[src/sv/rbpt_pkg.sv]
// Shared constants and operation codes for the ring buffer pointer tracker.
`timescale 1ns / 1ps
`default_nettype none

package rbpt_pkg;

    // Largest buffer size the tracker is built for
    localparam int unsigned RBPT_MAX_SIZE = 4096;

    // Buffer size after reset, before clamping to the build maximum
    localparam int unsigned RBPT_RESET_SIZE = 4096;

    // Operation codes of a request; unknown codes behave as a query
    typedef enum logic [2:0] {
        OP_SUPPLY     = 3'd0,
        OP_CONSUME    = 3'd1,
        OP_SET_MARK   = 3'd2,
        OP_CLEAR_MARK = 3'd3,
        OP_QUERY      = 3'd4
    } t_op;

endpackage

`default_nettype wire

[src/sv/ring_buffer_pointer_tracker_with_mark.sv]
// Write/read offset tracker for a circular byte buffer with an urgent mark.
//
// Usage:
//   A request (operation, byte count) is taken at a rising edge where start is
//   high and busy is low. busy never rises: a request may be given every cycle.
//   Each request yields exactly one result, shown for a single cycle with
//   o_done high: free and readable totals and runs, the mark flag, both
//   offsets and a reject flag for an oversized supply or consume.
//   The request register loads at the accepting edge, and the update logic
//   then fills the result register, where o_done rises; the receiver takes
//   the result from there.
//   Throughput is one request per cycle, set by the single update stage that
//   reads and writes the offset registers in the same cycle.
//   The receiver cannot stall; each result is valid for exactly one cycle.
//   A write on i_cfg_we sets the buffer size (0 acts as 1, above MAX_SIZE acts
//   as MAX_SIZE), empties the buffer and clears the mark. Write it only while
//   no request is in flight.
//   Reset (i_rst_n low, synchronous) empties the buffer, clears the mark and
//   sets the size to 4096, or to MAX_SIZE if that is smaller.
`timescale 1ns / 1ps
`default_nettype none

module ring_buffer_pointer_tracker_with_mark
    import rbpt_pkg::*;
#(
    parameter int unsigned MAX_SIZE = RBPT_MAX_SIZE,
    localparam int unsigned IDX_W = $clog2(MAX_SIZE),
    localparam int unsigned CNT_W = $clog2(MAX_SIZE + 1)
) (
    input  wire logic             i_clk,
    input  wire logic             i_rst_n,
    // configuration
    input  wire logic             i_cfg_we,
    input  wire logic [CNT_W-1:0] i_cfg_data,
    // request
    input  wire logic             start,
    output logic                  busy,
    input  wire logic [2:0]       i_operation,
    input  wire logic [CNT_W-1:0] i_byte_count,
    // result
    output logic                  o_done,
    output logic [CNT_W-1:0]      o_free_total,
    output logic [CNT_W-1:0]      o_free_run,
    output logic [CNT_W-1:0]      o_ready_total,
    output logic [CNT_W-1:0]      o_ready_run,
    output logic                  o_at_mark,
    output logic [IDX_W-1:0]      o_write_offset,
    output logic [IDX_W-1:0]      o_read_offset,
    output logic                  o_rejected
);

    localparam logic [CNT_W-1:0] SIZE_MAX   = CNT_W'(MAX_SIZE);
    localparam logic [CNT_W-1:0] SIZE_RESET =
        CNT_W'((RBPT_RESET_SIZE < MAX_SIZE) ? RBPT_RESET_SIZE : MAX_SIZE);

    // forward distance from b to a, modulo size
    function automatic logic [CNT_W-1:0] f_dist(input logic [IDX_W-1:0] a,
                                                input logic [IDX_W-1:0] b,
                                                input logic [CNT_W-1:0] size);
        if (a >= b) begin
            return CNT_W'(a) - CNT_W'(b);
        end
        return CNT_W'(a) + size - CNT_W'(b);
    endfunction

    // step an offset forward by c, wrapping at size (used only where c does not exceed size)
    function automatic logic [IDX_W-1:0] f_advance(input logic [IDX_W-1:0] a,
                                                   input logic [CNT_W-1:0] c,
                                                   input logic [CNT_W-1:0] size);
        logic [CNT_W:0] s;
        s = (CNT_W+1)'(a) + (CNT_W+1)'(c);
        if (s < {1'b0, size}) begin
            return IDX_W'(s);
        end
        return IDX_W'(s - {1'b0, size});
    endfunction

    // bytes held between read and write offsets
    function automatic logic [CNT_W-1:0] f_stored(input logic [IDX_W-1:0] w,
                                                  input logic [IDX_W-1:0] r,
                                                  input logic             full,
                                                  input logic [CNT_W-1:0] size);
        if (w == r) begin
            return full ? size : '0;
        end
        return f_dist(w, r, size);
    endfunction

    // state
    logic [CNT_W-1:0] r_size;
    logic [IDX_W-1:0] r_wr_idx, n_wr_idx;
    logic [IDX_W-1:0] r_rd_idx, n_rd_idx;
    logic [IDX_W-1:0] r_mark_idx, n_mark_idx;
    logic             r_mark_vld, n_mark_vld;
    logic             r_full, n_full;

    // request register
    logic             r_req_vld;
    logic [2:0]       r_op;
    logic [CNT_W-1:0] r_cnt;

    // result register
    logic             r_done;
    logic [CNT_W-1:0] r_free_total, n_free_total;
    logic [CNT_W-1:0] r_free_run, n_free_run;
    logic [CNT_W-1:0] r_ready_total, n_ready_total;
    logic [CNT_W-1:0] r_ready_run, n_ready_run;
    logic             r_at_mark, n_at_mark;
    logic             r_rejected, n_rejected;

    logic [CNT_W-1:0] cur_stored;
    logic [CNT_W-1:0] new_used;
    logic [IDX_W-1:0] adv_idx;
    logic             new_empty;
    logic [CNT_W-1:0] cfg_size;

    assign busy = 1'b0;

    // clamp a written size into 1..MAX_SIZE
    always_comb begin
        if (i_cfg_data == '0) begin
            cfg_size = CNT_W'(1);
        end else if (i_cfg_data > SIZE_MAX) begin
            cfg_size = SIZE_MAX;
        end else begin
            cfg_size = i_cfg_data;
        end
    end

    // request register
    always_ff @(posedge i_clk) begin
        if (!i_rst_n) begin
            r_req_vld <= 1'b0;
        end else begin
            r_req_vld <= start && !busy;
        end
        r_op  <= i_operation;
        r_cnt <= i_byte_count;
    end

    // next offsets and mark for the registered request
    always_comb begin
        n_wr_idx   = r_wr_idx;
        n_rd_idx   = r_rd_idx;
        n_mark_idx = r_mark_idx;
        n_mark_vld = r_mark_vld;
        n_full     = r_full;
        n_rejected = 1'b0;
        cur_stored = f_stored(r_wr_idx, r_rd_idx, r_full, r_size);
        adv_idx    = '0;
        case (r_op)
            OP_SUPPLY: begin
                adv_idx = f_advance(r_wr_idx, r_cnt, r_size);
                if (r_cnt > r_size - cur_stored) begin
                    n_rejected = 1'b1;
                end else if (r_cnt != '0) begin
                    n_wr_idx = adv_idx;
                    n_full   = (adv_idx == r_rd_idx);
                end
            end
            OP_CONSUME: begin
                adv_idx = f_advance(r_rd_idx, r_cnt, r_size);
                if (r_cnt > cur_stored) begin
                    n_rejected = 1'b1;
                end else if (r_cnt != '0) begin
                    // passing the mark drops it
                    if (r_mark_vld && (f_dist(r_mark_idx, r_rd_idx, r_size) < r_cnt)) begin
                        n_mark_vld = 1'b0;
                        n_mark_idx = '0;
                    end
                    n_full = 1'b0;
                    if (adv_idx == r_wr_idx) begin
                        n_wr_idx = '0;
                        n_rd_idx = '0;
                    end else begin
                        n_rd_idx = adv_idx;
                    end
                end
            end
            OP_SET_MARK: begin
                // mark the last supplied byte; nothing to mark when empty
                if (r_wr_idx != r_rd_idx || r_full) begin
                    n_mark_idx = (r_wr_idx == '0) ? IDX_W'(r_size - CNT_W'(1))
                                                  : r_wr_idx - IDX_W'(1);
                    n_mark_vld = 1'b1;
                end
            end
            OP_CLEAR_MARK: begin
                n_mark_vld = 1'b0;
                n_mark_idx = '0;
            end
            default: begin
            end
        endcase
    end

    // report fields from the updated state
    always_comb begin
        new_used     = f_stored(n_wr_idx, n_rd_idx, n_full, r_size);
        new_empty    = (n_wr_idx == n_rd_idx) && !n_full;
        n_free_total = r_size - new_used;
        if (n_rd_idx < n_wr_idx || new_empty) begin
            n_free_run = r_size - CNT_W'(n_wr_idx);
        end else if (n_full) begin
            n_free_run = '0;
        end else begin
            n_free_run = f_dist(n_rd_idx, n_wr_idx, r_size);
        end

        n_at_mark = n_mark_vld && (n_mark_idx == n_rd_idx);
        if (!n_mark_vld || n_at_mark) begin
            n_ready_total = new_used;
            if (n_wr_idx < n_rd_idx || (n_wr_idx == n_rd_idx && n_full)) begin
                n_ready_run = r_size - CNT_W'(n_rd_idx);
            end else begin
                n_ready_run = CNT_W'(n_wr_idx) - CNT_W'(n_rd_idx);
            end
        end else begin
            n_ready_total = f_dist(n_mark_idx, n_rd_idx, r_size);
            if (n_mark_idx < n_rd_idx) begin
                n_ready_run = r_size - CNT_W'(n_rd_idx);
            end else begin
                n_ready_run = CNT_W'(n_mark_idx) - CNT_W'(n_rd_idx);
            end
        end
    end

    // tracker state: a size write empties the buffer
    always_ff @(posedge i_clk) begin
        if (!i_rst_n) begin
            r_size     <= SIZE_RESET;
            r_wr_idx   <= '0;
            r_rd_idx   <= '0;
            r_mark_idx <= '0;
            r_mark_vld <= 1'b0;
            r_full     <= 1'b0;
        end else if (i_cfg_we) begin
            r_size     <= cfg_size;
            r_wr_idx   <= '0;
            r_rd_idx   <= '0;
            r_mark_idx <= '0;
            r_mark_vld <= 1'b0;
            r_full     <= 1'b0;
        end else if (r_req_vld) begin
            r_wr_idx   <= n_wr_idx;
            r_rd_idx   <= n_rd_idx;
            r_mark_idx <= n_mark_idx;
            r_mark_vld <= n_mark_vld;
            r_full     <= n_full;
        end
    end

    // result register
    always_ff @(posedge i_clk) begin
        if (!i_rst_n) begin
            r_done <= 1'b0;
        end else begin
            r_done <= r_req_vld;
        end
        r_free_total   <= n_free_total;
        r_free_run     <= n_free_run;
        r_ready_total  <= n_ready_total;
        r_ready_run    <= n_ready_run;
        r_at_mark      <= n_at_mark;
        r_rejected     <= n_rejected;
    end

    assign o_done         = r_done;
    assign o_free_total   = r_free_total;
    assign o_free_run     = r_free_run;
    assign o_ready_total  = r_ready_total;
    assign o_ready_run    = r_ready_run;
    assign o_at_mark      = r_at_mark;
    assign o_write_offset = r_wr_idx;
    assign o_read_offset  = r_rd_idx;
    assign o_rejected     = r_rejected;

endmodule

`default_nettype wire

[config.mk]
export PLATFORM = sky130hd
export DESIGN_NAME = ring_buffer_pointer_tracker_with_mark
export DESIGN_NICKNAME = d
export VERILOG_FILES = /design/src/sv/rbpt_pkg.sv /design/src/sv/ring_buffer_pointer_tracker_with_mark.sv
export SDC_FILE = /design/constraint.sdc
export NUM_CORES = 1
export LEC_CHECK = 0
export BUFFER_PORTS_ARGS = -buffer_cell sky130_fd_sc_hd__buf_2
export CORE_ASPECT_RATIO = 1.1
export CORE_MARGIN = 2
export CORE_UTILIZATION = 30
export CTS_CLUSTER_SIZE = 20
export DETAILED_ROUTE_END_ITERATION = 10
export SLEW_MARGIN = 10
export SYNTH_ARGS = -nofsm -noshare
export SYNTH_HDL_FRONTEND = slang
export SYNTH_SLANG_ARGS = --single-unit
[constraint.sdc]
create_clock -name i_clk -period 12.4 [get_ports i_clk]
set_input_delay 1.24 -clock i_clk [delete_from_list [all_inputs] [get_ports i_clk]]
set_output_delay 1.24 -clock i_clk [all_outputs]
set_load 0.02 [all_outputs]
Word-level counts from Yosys, hierarchy flattened
Cells that the tools add are included.
Cells by class
  bitwise logic cells: 1
  eq/ne operators: 9
  shift operators: 0
  muxes and demuxes: 81
  $mul: 0
  magnitude comparators: 14
  reduce and logical (&&, ||, !) cells: 15
  divide/modulo/power cells: 0
  add/sub/neg operators: 25
Operators with widths (count)
  $mux W13: 27
  $mux W12: 20
  $sub A13 B12 Y13: 7
  $add A12 B13 Y13: 5
  $sub A12 B12 Y13: 5
  $eq A12 B12 Y1: 5
  $ge A12 B12 Y1: 5
  $lt A12 B12 Y1: 3
  $pmux W12 S3: 1
  $mux W1: 29
  $add A12 B13 Y14: 2
  $lt A14 B13 Y1: 2
  $gt A13 B13 Y1: 2
  $sub A13 B13 Y13: 2
  $pmux W12 S2: 1
  $sub A12 B1 Y12 const B: 2
  $sub A12 B12 Y12: 2
  $gt A13 B13 Y1 const B: 1
  $logic_not A13 Y1: 1
  $lt A13 B13 Y1: 1
  $reduce_bool A13 Y1: 1
  $logic_not A12 Y1: 1
  $ne A12 B12 Y1: 1
  $eq A3 B2 Y1 const B: 2
  9 further kinds: 17
Word-level totals
  word-level logic and storage cells: 161
  latch bits: 0
  bits in writable memories: 0
  ROM bits: 0
  input bits: 33
  output and inout bits: 80
  memories kept: 0
  register bits: 123

Longest topological paths before layout
Gate-level depths: netlist of run 1.
  depth after elaboration: 24
  depth in mapped cells: 62
  mapped depth without buffers: 58

Worst setup path before layout of run 1
OpenSTA, ideal clock, no wires.
  path kind: register to register
  from: register r_rd_idx[1] (netlist: o_read_offset[1])
  to: register r_free_total[11] (netlist: o_free_total[11])
  library setup time: 0.072 ns
  cell stages (with the launch flop): 60
  buffers on the path: 3
  data required time: 12.328 ns
  arrival: 11.263 ns
  period minus slack after synthesis: 11.335 ns
  path slack: 1.065 ns
  cell sequence: dfxtp_1 -> inv_1 -> ha_1 -> nor2b_1 -> o2111ai_1 -> a31oi_1 -> a21oi_1 -> buf_2 -> nand2b_1 -> a21oi_1 -> a31oi_1 -> ha_1 -> a21oi_1 -> nand2b_1 -> o211a_1 -> o2111a_1 -> nor2_1 -> a221oi_1 -> [24 not listed] -> a21oi_1 -> clkbuf_1 -> nor2_1 -> a21oi_1 -> nor2_1 -> a21oi_1 -> ha_1 -> nor2b_1 -> o21ai_0 -> nand2b_1 -> a21o_1 -> a21o_1 -> a21o_1 -> a21o_1 -> a21o_1 -> a21o_1 -> a311oi_2 -> xnor2_1
On the way
  word-level cells in the longest chain between the ends: 17
  elaborated cells on any way between the ends: 50
  those cells by class: add/sub: 9; order compare: 5; eq/ne: 4; mux: 32
RTL lines
  from (decl): RTL line ring_buffer_pointer_tracker_with_mark.sv:92  | logic [IDX_W-1:0] r_rd_idx, n_rd_idx;
  from (signal assigned): RTL line ring_buffer_pointer_tracker_with_mark.sv:246  | r_rd_idx <= n_rd_idx;
  branches (longest 10 deep; another with $sub A13 B13 Y13)
  $pmux W12 S2 *: RTL line ring_buffer_pointer_tracker_with_mark.sv:151  | case (r_op)
  net n_wr_idx[1]: RTL line ring_buffer_pointer_tracker_with_mark.sv:91  | logic [IDX_W-1:0] r_wr_idx, n_wr_idx;
  branches (longest 4 deep; another with $add A12 B13 Y13)
  $mux W13 *: RTL line ring_buffer_pointer_tracker_with_mark.sv:86  | return f_dist(w, r, size);
  $sub A13 B13 Y13 *: RTL line ring_buffer_pointer_tracker_with_mark.sv:201  | n_free_total = r_size - new_used;
  net n_free_total[11]: RTL line ring_buffer_pointer_tracker_with_mark.sv:104  | logic [CNT_W-1:0] r_free_total, n_free_total;
  to (signal assigned): RTL line ring_buffer_pointer_tracker_with_mark.sv:260  | r_free_total <= n_free_total;
  to (decl): RTL line ring_buffer_pointer_tracker_with_mark.sv:104
Mark *: on every way through the listed nets, which the timed path passes. The select of a mux whose other input is x is not followed.
A chain may end at the register's enable or synchronous reset.

Final worst setup path of run 1
  from: register r_rd_idx[1] (netlist: o_read_offset[1])
  to: register r_free_total[12] (netlist: o_free_total[12])
The elaborated chain is that of the path after synthesis.

==> results of run 1 <==
area by class of cell:
| class | count | area, sq um |
|---|---|---|
| flip-flops and latches | 123 | 2460 |
| repair buffers | 222 | 1390 |
| inverters | 249 | 935 |
| well taps | 768 | 961 |
| multi-input cells | 1889 | 14200 |
| clock inverters | 14 | 188 |
| fillers | 6364 | 38900 |
| clock buffers | 17 | 425 |
cell usage after synthesis (17+ instances only):
cell / number / area, sq um
nand2b_1: 24 / 150
o21a_1: 18 / 135
inv_1: 248 / 931
nand4_1: 24 / 150
ha_1: 229 / 2870
o21ai_0: 201 / 1010
o21bai_1: 25 / 188
a21oi_1: 224 / 1120
and2_1: 17 / 106
dfxtp_1: 123 / 2460
nor2b_1: 42 / 263
nor3_1: 30 / 150
fa_1: 65 / 1300
mux2i_1: 52 / 521
a211oi_1: 37 / 278
a22oi_1: 17 / 128
xnor2_1: 145 / 1270
a21o_1: 78 / 586
nand2_1: 157 / 589
nor2_1: 148 / 556
clkbuf_1: 75 / 282
a21boi_0: 24 / 180
xor2_1: 42 / 368
a31oi_1: 21 / 131
nand3_1: 38 / 190
flip-flops by register name (all words and copies together), names as in the netlist, 13 cells and up:
signal         flops
o_free_total      13
o_ready_run       13
o_ready_total     13
r_cnt             13
r_size            13
o_free_run        13
routing by layer:
metal,up-vias,part of all wire,GRT usage,routed length [um]
met5,-,0,0,0
met4,0,0.063,0.143,4740
met2,818,0.44,0.387,33600
met1,8519,0.42,0.304,31600
li1,8639,-,-,-
met3,187,0.076,0.0501,5770
final timing paths:
path                     from          endpoint  slack, ns  cells after the start
min                r_size[12]        r_size[12]       0.51                      2
min reg2reg        r_size[12]        r_size[12]       0.51                      2
max reg2reg  o_read_offset[1]  o_free_total[12]       0.92                     54
max          o_read_offset[1]  o_free_total[12]       0.92                     54
worst reg2reg max path: cells and delay by family (launching register included):
kind | cells | cell delay (ns)
XOR/XNOR | 1 | 0.17
flip-flops | 1 | 0.35
AO/OA/AOI/OAI | 27 | 5.39
AND/OR/NAND/NOR | 15 | 2.77
buffers and inverters | 4 | 0.75
adder cells (fa/ha/maj) | 7 | 1.95
where the power goes:
group / switching [mW] / internal [mW] / leakage, nW
registers: 0.0406 / 0.510 / 1.02
logic: 1.71 / 1.16 / 8.30
clock network: 0.243 / 0.319 / 0.290
per-stage QoR:
stage          hold slack [ns]   util  setup WS, ns  cells  power [mW]
2_1_floorplan            0.476      -          1.07   2353        2.56
3_3_place_gp             0.488  0.335         0.667   3250        3.39
3_5_place_dp             0.500  0.335         0.503   3250        3.39
4_1_cts                  0.511  0.345         0.464   3281        3.97
5_1_grt                  0.564  0.346        0.0577   3282        4.31
6_report                 0.512  0.346         0.923   3282        3.99
what timing repair did:
item                                    4_1_cts  5_1_grt
gates resized for setup                       0       12
endpoints found under the setup margin        0        6
setup buffers                                 0        1
logic make-up after synthesis:
family	share of synthesized area
fa+ha+maj	0.235
xor+xnor	0.0911
flops	0.137
simple gates	0.150
mux	0.0384
other cells	0.000209
buf+inv	0.0737
compound gates	0.274
==> summary by stage, run 1 <==
Die
The die height is 261 um. The I/O pin total is roughly 110. The count of standard-cell rows is 94. The starting utilization of the core area is 0.302. The die is 237 um wide. The area of the die is 61900 sq um. The core outline area is just under 60000 sq um.

Synth
The post-synthesis instance total is approximately 2400. The predominant post-synthesis flop cell is dfxtp_1. The cell area after synthesis is around 18000 sq um. The share of the Yosys chip area taken by registers is 0.137. The average size of a mapped cell is 7.64 sq um. The number of distinct library cells after synthesis is 90. The proportion of register bits with asynchronous set or reset after synthesis is 0. The Yosys step of the flow raised 0 warnings. The number of enable-type register cells in the synthesized netlist is 0. In this run, synthesis produced a sequential element count of 123.

The number of nets handed over by synthesis was around 2700.

Status
The flow ran to the end, and the final reports show no timing, DRC or antenna violations.

Timing
Setup repair after global routing left no endpoint under its margin. In the finished design, the share of the clock period the worst path needs comes to 0.926. The worst clock skew is 0.0216 ns. Based on the critical path, the design can be clocked at up to about 87 MHz. Setup violations remaining at the end of the flow were counted as 0. The final critical-path required period is 11.48 ns. The measured slew at the worst slew-check pin is roughly 0.95 ns.

The relative slew slack is 0.351. The setup total negative slack is 0 ns. The max-slew violation count is 0. The hold violation count in the final report came to 0.

Layout
The final layout contains around 2800 nets. The number of antenna diodes in the final layout is 0. Leaving out fill and tap cells, the most frequent cell in the layout is inv_1. Compared with the post-synthesis result, the final layout area differs by 14.7%.

The fraction of final layout cells sized beyond drive strength 1 is 0.125. Summing all non-filler instances in the final layout gives an area of ~21000 sq um. In the layout the commonest cells are inv_1 (248), ha_1 (229), a21oi_1 (217), o21ai_0 (200), nand2_1 (157).

Routing
For this block, the initial DRC count from the detailed router was 1569. In the final routed layout, each cell accounts on average for around 23 um. The via count of the routed design is between 15000 and 20000.

The remaining number of nets flagged by the antenna check after routing is 0. The routed design has approximately 76 mm of wire. Using the TritonRoute via totals, the vias-per-cell ratio works out to approximately 5.5. The DRC violation count after routing is 0.

The pre-antenna-repair detailed-routing pass consisted of 5 iterations.

Pwr
The leakage dissipation is between 9 and 10 nW. The power density of the placed cells is about 190 nW/um^2. VDD sags by at most around 0.00011 V.

Setup path
The maximum fanout encountered on the critical timing path is 19. The worst setup path is of the reg -> reg kind. The largest single stage delay on the critical path is 0.70 ns.

The critical path's most frequent cell is a21oi_1. The critical path contains buffers and inverters numbering 4 combined. The arrival time at the worst endpoint is ~12 ns. The startpoint class of the critical path is a register. STA classifies the critical path endpoint as a register.

The cell family contributing the most delay on the critical path is compound AO/OA/AOI/OAI gates. The cell type of the slowest stage on the worst timing path is or4b_2. Data on the critical path is required at its endpoint by ~13 ns.

Placed design
The estimated wirelength of the detail-placed design is between 60 and 70 mm. Routability-driven placement finished with a final weighted congestion of 1.01. The number of buffers inserted by port buffering is ~110.

The area of placed instances is 19900 sq um.

GRT
The pin count of the biggest net entering global routing is between 40 and 50. In the global route stage, overall resource usage came out at 0.243. The number of global-route vias before repair was 17000. The total overflow reported by the global router is 0. The global-route wire length before repair is between 100 and 150 mm. The initial antenna violation count is 0.

Flow run
The number of max-cap violations is 0.

Clock tree
The clock root buffer is clkbuf_16. The clock drives ~120 sinks. The worst-case clock buffer depth is 2. The number of hold-repair buffers added at the cts stage is 0. The clock-pin transition on the worst setup and hold timing paths is approximately 0.080 ns. For the worst-skew pair, the clock arrives at the later sink with an insertion delay of around 0.50 ns. TritonCTS built the clock tree. The count of H-tree levels built during CTS is 4. The number of buffers created by CTS is 17.

Worst hold path
The worst hold path belongs to the class reg -> reg.
(Power assumes the default switching activity.)
==> inputs of run 2 (changes only) <==
--- a/config.mk
+++ b/config.mk
@@ -11,6 +11,7 @@
 export CORE_UTILIZATION = 30
 export CTS_CLUSTER_SIZE = 20
 export DETAILED_ROUTE_END_ITERATION = 10
+export GPL_TIMING_DRIVEN = 0
 export SLEW_MARGIN = 10
 export SYNTH_ARGS = -nofsm -noshare
 export SYNTH_HDL_FRONTEND = slang
==> summary by stage, run 2 (synthesis results as in run 1) <==
Timing
The final worst setup slack is 0.406 ns (-0.517 ns). The final critical-path required period was 11.99 ns (+0.517 ns). The measured slew at the worst slew-check pin was 1.39 ns (+0.440 ns). The highest attainable clock frequency was 83.4 MHz (-4.3%). The hold violation count in the final report is 0 (unchanged).

The setup total negative slack is 0 ns (unchanged). The setup violation total in the final timing report was 0 (unchanged). The max-slew violation count is 0 (unchanged). The post-route clock period utilization is 0.967 (+0.0417). The relative slew slack is 0.0656 (-0.285). The worst hold slack after final layout is 0.540 ns (+0.0277 ns). The worst clock skew is 0.0179 ns (-0.00375 ns).

Placed design
The final weighted congestion of routability-driven global placement came to 0.997 (-1.7%). The pre-CTS setup slack came to -3.03 ns (-3.54 ns). The number of instances in the placed design came to 3233 (-0.52%). The number of buffers inserted by port buffering is 111 (unchanged). The estimated wirelength of the detail-placed design is 57.6 mm (-5.5%).

The area of placed instances is 19500 sq um (-2.2%).

Die
The area of the die is 61900 sq um (unchanged). The I/O pin total came to 113 (unchanged). The die height is 261 um (unchanged).

The die outline width is 237 um (unchanged). The core outline area was 59500 sq um (unchanged). The starting utilization of the core area is 0.302 (unchanged). The count of standard-cell rows is 94 (unchanged).

Layout
The synthesis-to-layout area growth is 18.9%. The library cell used most frequently in the layout, excluding fill and tap cells, is inv_1. The count of fill cells added during filler insertion was 6349 (-0.24%). The post-layout utilization of the core came to 0.359 (+0.0128). The number of cells in the finished layout apart from fillers was 3339 (+1.7%). In the layout the commonest cells are inv_1 (234), ha_1 (214), a21oi_1 (207), o21ai_0 (196), nand2_1 (156). The cell area after layout is 21400 sq um (+3.7%). The number of nets in the final layout came to 2885 (+2.0%). The area used by multi-input combinational logic is 14600 sq um (+2.5%).

The fraction of final layout cells sized beyond drive strength 1 is 0.165 (+0.0401). The area used by sequential logic in the layout came to 2550 sq um (+3.5%).

Clock tree
The clock-pin transition on the worst setup and hold timing paths was 0.07 ns (about the same). The latest clock arrival within the worst-skew pair is 0.50 ns (about the same). The number of sinks on the clock net was 123 (unchanged). The tree is rooted in a clkbuf_16. The number of buffers created by CTS came to 17 (unchanged). The number of hold-repair buffers added at the cts stage is 0 (unchanged).

The count of H-tree levels built during CTS is 4 (unchanged). The worst-case clock buffer depth came to 2 (unchanged). The CTS tree is yes.

Routing
The total iterations of the first detailed-routing run is 5 (unchanged). The remaining number of nets flagged by the antenna check after routing is 0 (unchanged). The number of vias per cell was 5.60 (+1.2%).

The detailed-route wire length is 76.4 mm (+0.95%). The via count of the routed design is 18700 (+3.0%). The average wire length per cell after detail routing is 22.9 um (-0.77%).

The DRC violation count after routing came to 0 (unchanged). The initial detailed-routing violation count is 1693 (+7.9%).

Setup path
The largest incremental delay on the critical path came to 0.73 ns (+0.03 ns). The startpoint class of the critical path is a register. The arrival time at the worst endpoint is 12.38 ns (+0.49 ns).

The critical path's most frequent cell is a21o_1. The critical path in this run is classified as reg -> reg. The combined buffer and inverter count along the critical path is 7 (+3). The critical path startpoint is o_write_offset[0]. The worst setup path is captured at a register. The worst register-to-register path begins at o_write_offset[0]. The cell family contributing the most delay on the critical path is compound AO/OA/AOI/OAI gates. The data required time at the worst endpoint is 12.78 ns (-0.04 ns).

The maximum fanout encountered on the critical timing path is 10 (-9). For this design, the slowest cell found on the critical path is or4b_2.

Pwr
The leakage dissipation is 9.76 nW (+1.5%). The power density of the placed cells came to 193 nW/um^2 (-0.40%). The overall power consumption is 4.12 mW (+3.3%). The worst ir drop on vdd is 0.000128 V (+12%).

Flow run
The number of max-cap violations is 0 (unchanged).

Worst hold path
The tightest min-delay check is of the reg -> reg type. The origin of the worst min-delay path is r_mark_idx[0].

GRT
The combined global-route utilization of all metal layers is 0.243 (-0.000423). The global-route wire length before repair is 110 mm (-0.90%). The pin count of the biggest net entering global routing is 17 (-61%). The total overflow reported by the global router is 0 (unchanged). The number of global-route vias before repair is 17200 (+1.4%).

The initial antenna violation count is 6 (+6).

Status
The flow ran to the end, and the final reports show no timing, DRC or antenna violations.
[run 2: final timing paths]
check	cells past startpoint	slack, ns	to
worst max-delay path	52	0.41	o_free_total[12]
worst min-delay path	2	0.54	r_mark_idx[0]
worst max register to register	52	0.41	o_free_total[12]
worst min register to register	2	0.54	r_mark_idx[0]
[run 2: cell type report]
class,count,share of cell area
diodes,1,0.000117
plain buffers,78,0.0195
clock buffers,18,0.0206
clock inverters,13,0.00855
inverters,249,0.0462
multi-input cells,1889,0.683
flip-flops and latches,123,0.119
well taps,768,0.0450
repair buffers,200,0.0576
[run 2: metal layers]
| metal | up-vias | GRT usage | wire (um) |
|---|---|---|---|
| li1 | 8752 | - | - |
| met5 | - | 0 | 49 |
| met4 | 8 | 0.133 | 4560 |
| met1 | 8796 | 0.303 | 30700 |
| met3 | 235 | 0.0585 | 7520 |
| met2 | 910 | 0.385 | 33600 |
[run 2: where the power goes]
part / switching (mW) / internal [mW]
logic: 1.81 / 1.19
clock network: 0.236 / 0.326
registers: 0.0483 / 0.508
[run 2: tightest hold or removal path, stage by stage (launching register included)]
cell and delay, ns:
dfxtp_1 0.35, o21ai_0 0.08, a21oi_1 0.06
[run 2: timing repair]
item | 4_1_cts | 5_1_grt
pin swaps | 10 | 17
gates resized for setup | 124 | 79
gates cloned | 0 | 0
setup buffers | 43 | 45
endpoints found under the hold margin | 0 | 0
setup endpoints to repair | 43 | 6
==> inputs of run 3 (changes only) <==
--- a/config.mk
+++ b/config.mk
@@ -6,7 +6,7 @@
 export NUM_CORES = 1
 export LEC_CHECK = 0
 export BUFFER_PORTS_ARGS = -buffer_cell sky130_fd_sc_hd__buf_2
-export CORE_ASPECT_RATIO = 1.1
+export CORE_ASPECT_RATIO = 0.75
 export CORE_MARGIN = 2
 export CORE_UTILIZATION = 30
 export CTS_CLUSTER_SIZE = 20
==> summary by stage, run 3 (synthesis results as in run 1) <==
Status
The run finished, with violations left. The checks that failed: capacitance limit.

Clock tree
The count of H-tree levels built during CTS was 4 (unchanged). The clock-pin transition on the worst setup and hold timing paths is 0.07 ns (about the same). The worst-case clock buffer depth is 2 (unchanged).

The latest clock arrival within the worst-skew pair is 0.47 ns (-0.03 ns). The clock root buffer is clkbuf_16. The number of sinks on the clock net is 123 (unchanged). The number of hold-repair buffers added at the cts stage is 0 (unchanged). The CTS tree is yes.

The number of buffers created by CTS came to 17 (unchanged).

Setup path
The critical path's most frequent cell is a21o_1. The worst setup path is captured at a register. The reg2reg setup slack is 0.42 ns (about the same).

The arrival time at the worst endpoint was 12.37 ns (about the same). The largest incremental delay on the critical path is 0.73 ns (about the same). The maximum fanout encountered on the critical timing path came to 10 (unchanged).

The cell type of the slowest stage on the worst timing path is dfxtp_1. The startpoint class of the critical path is a register. The type of the worst setup path is reg -> reg.

The data required time at the worst endpoint is 12.78 ns (about the same).

Timing
The setup total negative slack came to 0 ns (unchanged). The measured slew at the worst slew-check pin was 1.45 ns (+0.0642 ns). The max-slew violation count came to 0 (unchanged). The setup violation total in the final timing report was 0 (unchanged). The post-route clock period utilization came to 0.966 (about the same). The hold violation count in the final report was 0 (unchanged). The relative slew slack is 0.0224 (-0.0432). The highest attainable clock frequency was 83.4 MHz (about the same).

The final critical-path required period is 11.98 ns (-0.00985 ns). The worst clock skew is 0.0195 ns (+0.00163 ns).

Routing
The DRC violation count after routing was 0 (unchanged). The total iterations of the first detailed-routing run is 5 (unchanged). The initial detailed-routing violation count is 2185 (+29%). The detailed-route wire length came to 75.7 mm (-0.89%). The average wire length per cell after detail routing is 22.7 um (-0.65%).

The via count of the routed design is 18600 (-0.71%). The number of vias per cell is 5.57 (-0.47%). The remaining number of nets flagged by the antenna check after routing is 0 (unchanged).

GRT
The number of global-route vias before repair is 16900 (-1.8%). The global-route wire length before repair is 110 mm (+0.57%). The combined global-route utilization of all metal layers is 0.240 (-0.00229).

The initial antenna violation count came to 0 (-6). The pin count of the biggest net entering global routing is 17 (unchanged). The total overflow reported by the global router is 0 (unchanged).

Die
The starting utilization of the core area is 0.304 (+0.00232). The die outline width is 287 um (+21%). The die height is 216 um (-17%). The I/O pin total was 113 (unchanged).

The core outline area is 59100 sq um (-0.76%). The count of standard-cell rows is 77 (-18%). The area of the die is 61900 sq um (about the same).

Layout
In the layout the commonest cells are inv_1 (234), ha_1 (212), a21oi_1 (210), o21ai_0 (195), nand2_1 (156). The fraction of final layout cells sized beyond drive strength 1 was 0.157 (-0.00868). The post-layout utilization of the core is 0.359 (about the same). The leading cell type in the layout, fill and taps excluded is inv_1. The cell area after layout is 21200 sq um (-0.78%). The area growth from synthesis to layout is 18.0%. The number of nets in the final layout came to 2854 (-1.1%).

Pwr
The fraction of power spent switching nets is 0.512 (+0.00369). The total net switching power is 2.11 mW (+0.64%). The worst ir drop on vdd was 0.000113 V (-12%). The power density of the placed cells is 194 nW/um^2 (+0.71%). The combinational share of power is 0.736 (+0.008).

The leakage dissipation is 9.62 nW (-1.4%). The sequential power share is 0.137 (+0.002). The clock power share is 0.127 (-0.010). The overall power consumption was 4.11 mW (about the same).

The internal cell power is 2.01 mW (-0.83%).

Placed design
The final weighted congestion of routability-driven global placement is 1.01 (+1.7%). The area of placed instances was 19500 sq um (+0.19%). The number of buffers inserted by port buffering is 111 (unchanged). The estimated wirelength of the detail-placed design was 59.4 mm (+3.1%).

Worst hold path
The tightest min-delay check is of the reg -> reg type.

Flow run
The number of max-cap violations is 1 (+1).
[run 3: worst paths after layout]
kind,startpoint,endpoint,depth (start not counted)
setup / recovery,o_write_offset[10],o_free_total[12],52
hold / removal,r_mark_idx[0],r_mark_idx[0],2
setup reg to reg,o_write_offset[10],o_free_total[12],52
hold reg to reg,r_mark_idx[0],r_mark_idx[0],2
[run 3: area by class of cell]
| class | count | area [sq um] |
|---|---|---|
| Antenna cell | 1 | 2.50 |
| Buffer | 78 | 404 |
| Clock buffer | 17 | 425 |
| Clock inverter | 15 | 160 |
| Fill cell | 6237 | 37900 |
| Inverter | 249 | 983 |
| Multi-Input combinational cell | 1889 | 14700 |
| Sequential cell | 123 | 2560 |
| Tap cell | 790 | 988 |
| Timing Repair Buffer | 169 | 1010 |
[run 3: repair_timing]
item                                    CTS  global route
gates cloned                              0             0
buffers inserted                         23            34
pin swaps                                10            14
endpoints found under the setup margin   42             7
resized for setup                       117            94
[run 3: worst max-delay path: cells and delay by family (launching register included)]
kind                       cells  cell delay (ns)
xor gates and xnor gates       1             0.18
buffers and inverters          4             0.83
AOI/OAI and AO/OA             26             5.30
and+or+nand+nor               14             2.64
adders and majority gates      7             2.19
DFF                            1             0.73
[run 3: power groups by stage]
stage	combinational [mW]	clock, mW	sequential, mW
floorplan	1.90	0	0.662
global placement	2.76	0	0.574
detailed placement	2.76	0	0.574
CTS	2.85	0.535	0.564
global route	3.29	0.549	0.569
finish	3.03	0.522	0.562
[run 3: metrics by stage]
stage	cells	setup WS (ns)	hold slack, ns
floorplan	2353	1.07	0.476
global placement	3254	-3.23	0.502
detailed placement	3255	-3.18	0.512
CTS	3297	0.00600	0.522
global route	3330	-0.0818	0.594
finish	3331	0.416	0.534
[run 3: per-layer routing]
layer	wire length, um	part of all wire	GRT usage	vias up
met5	0	0	0	-
met4	1590	0.021	0.0579	0
met3	9050	0.12	0.0633	113
met2	30300	0.40	0.340	990
met1	34800	0.46	0.357	8757
li1	-	-	-	8708
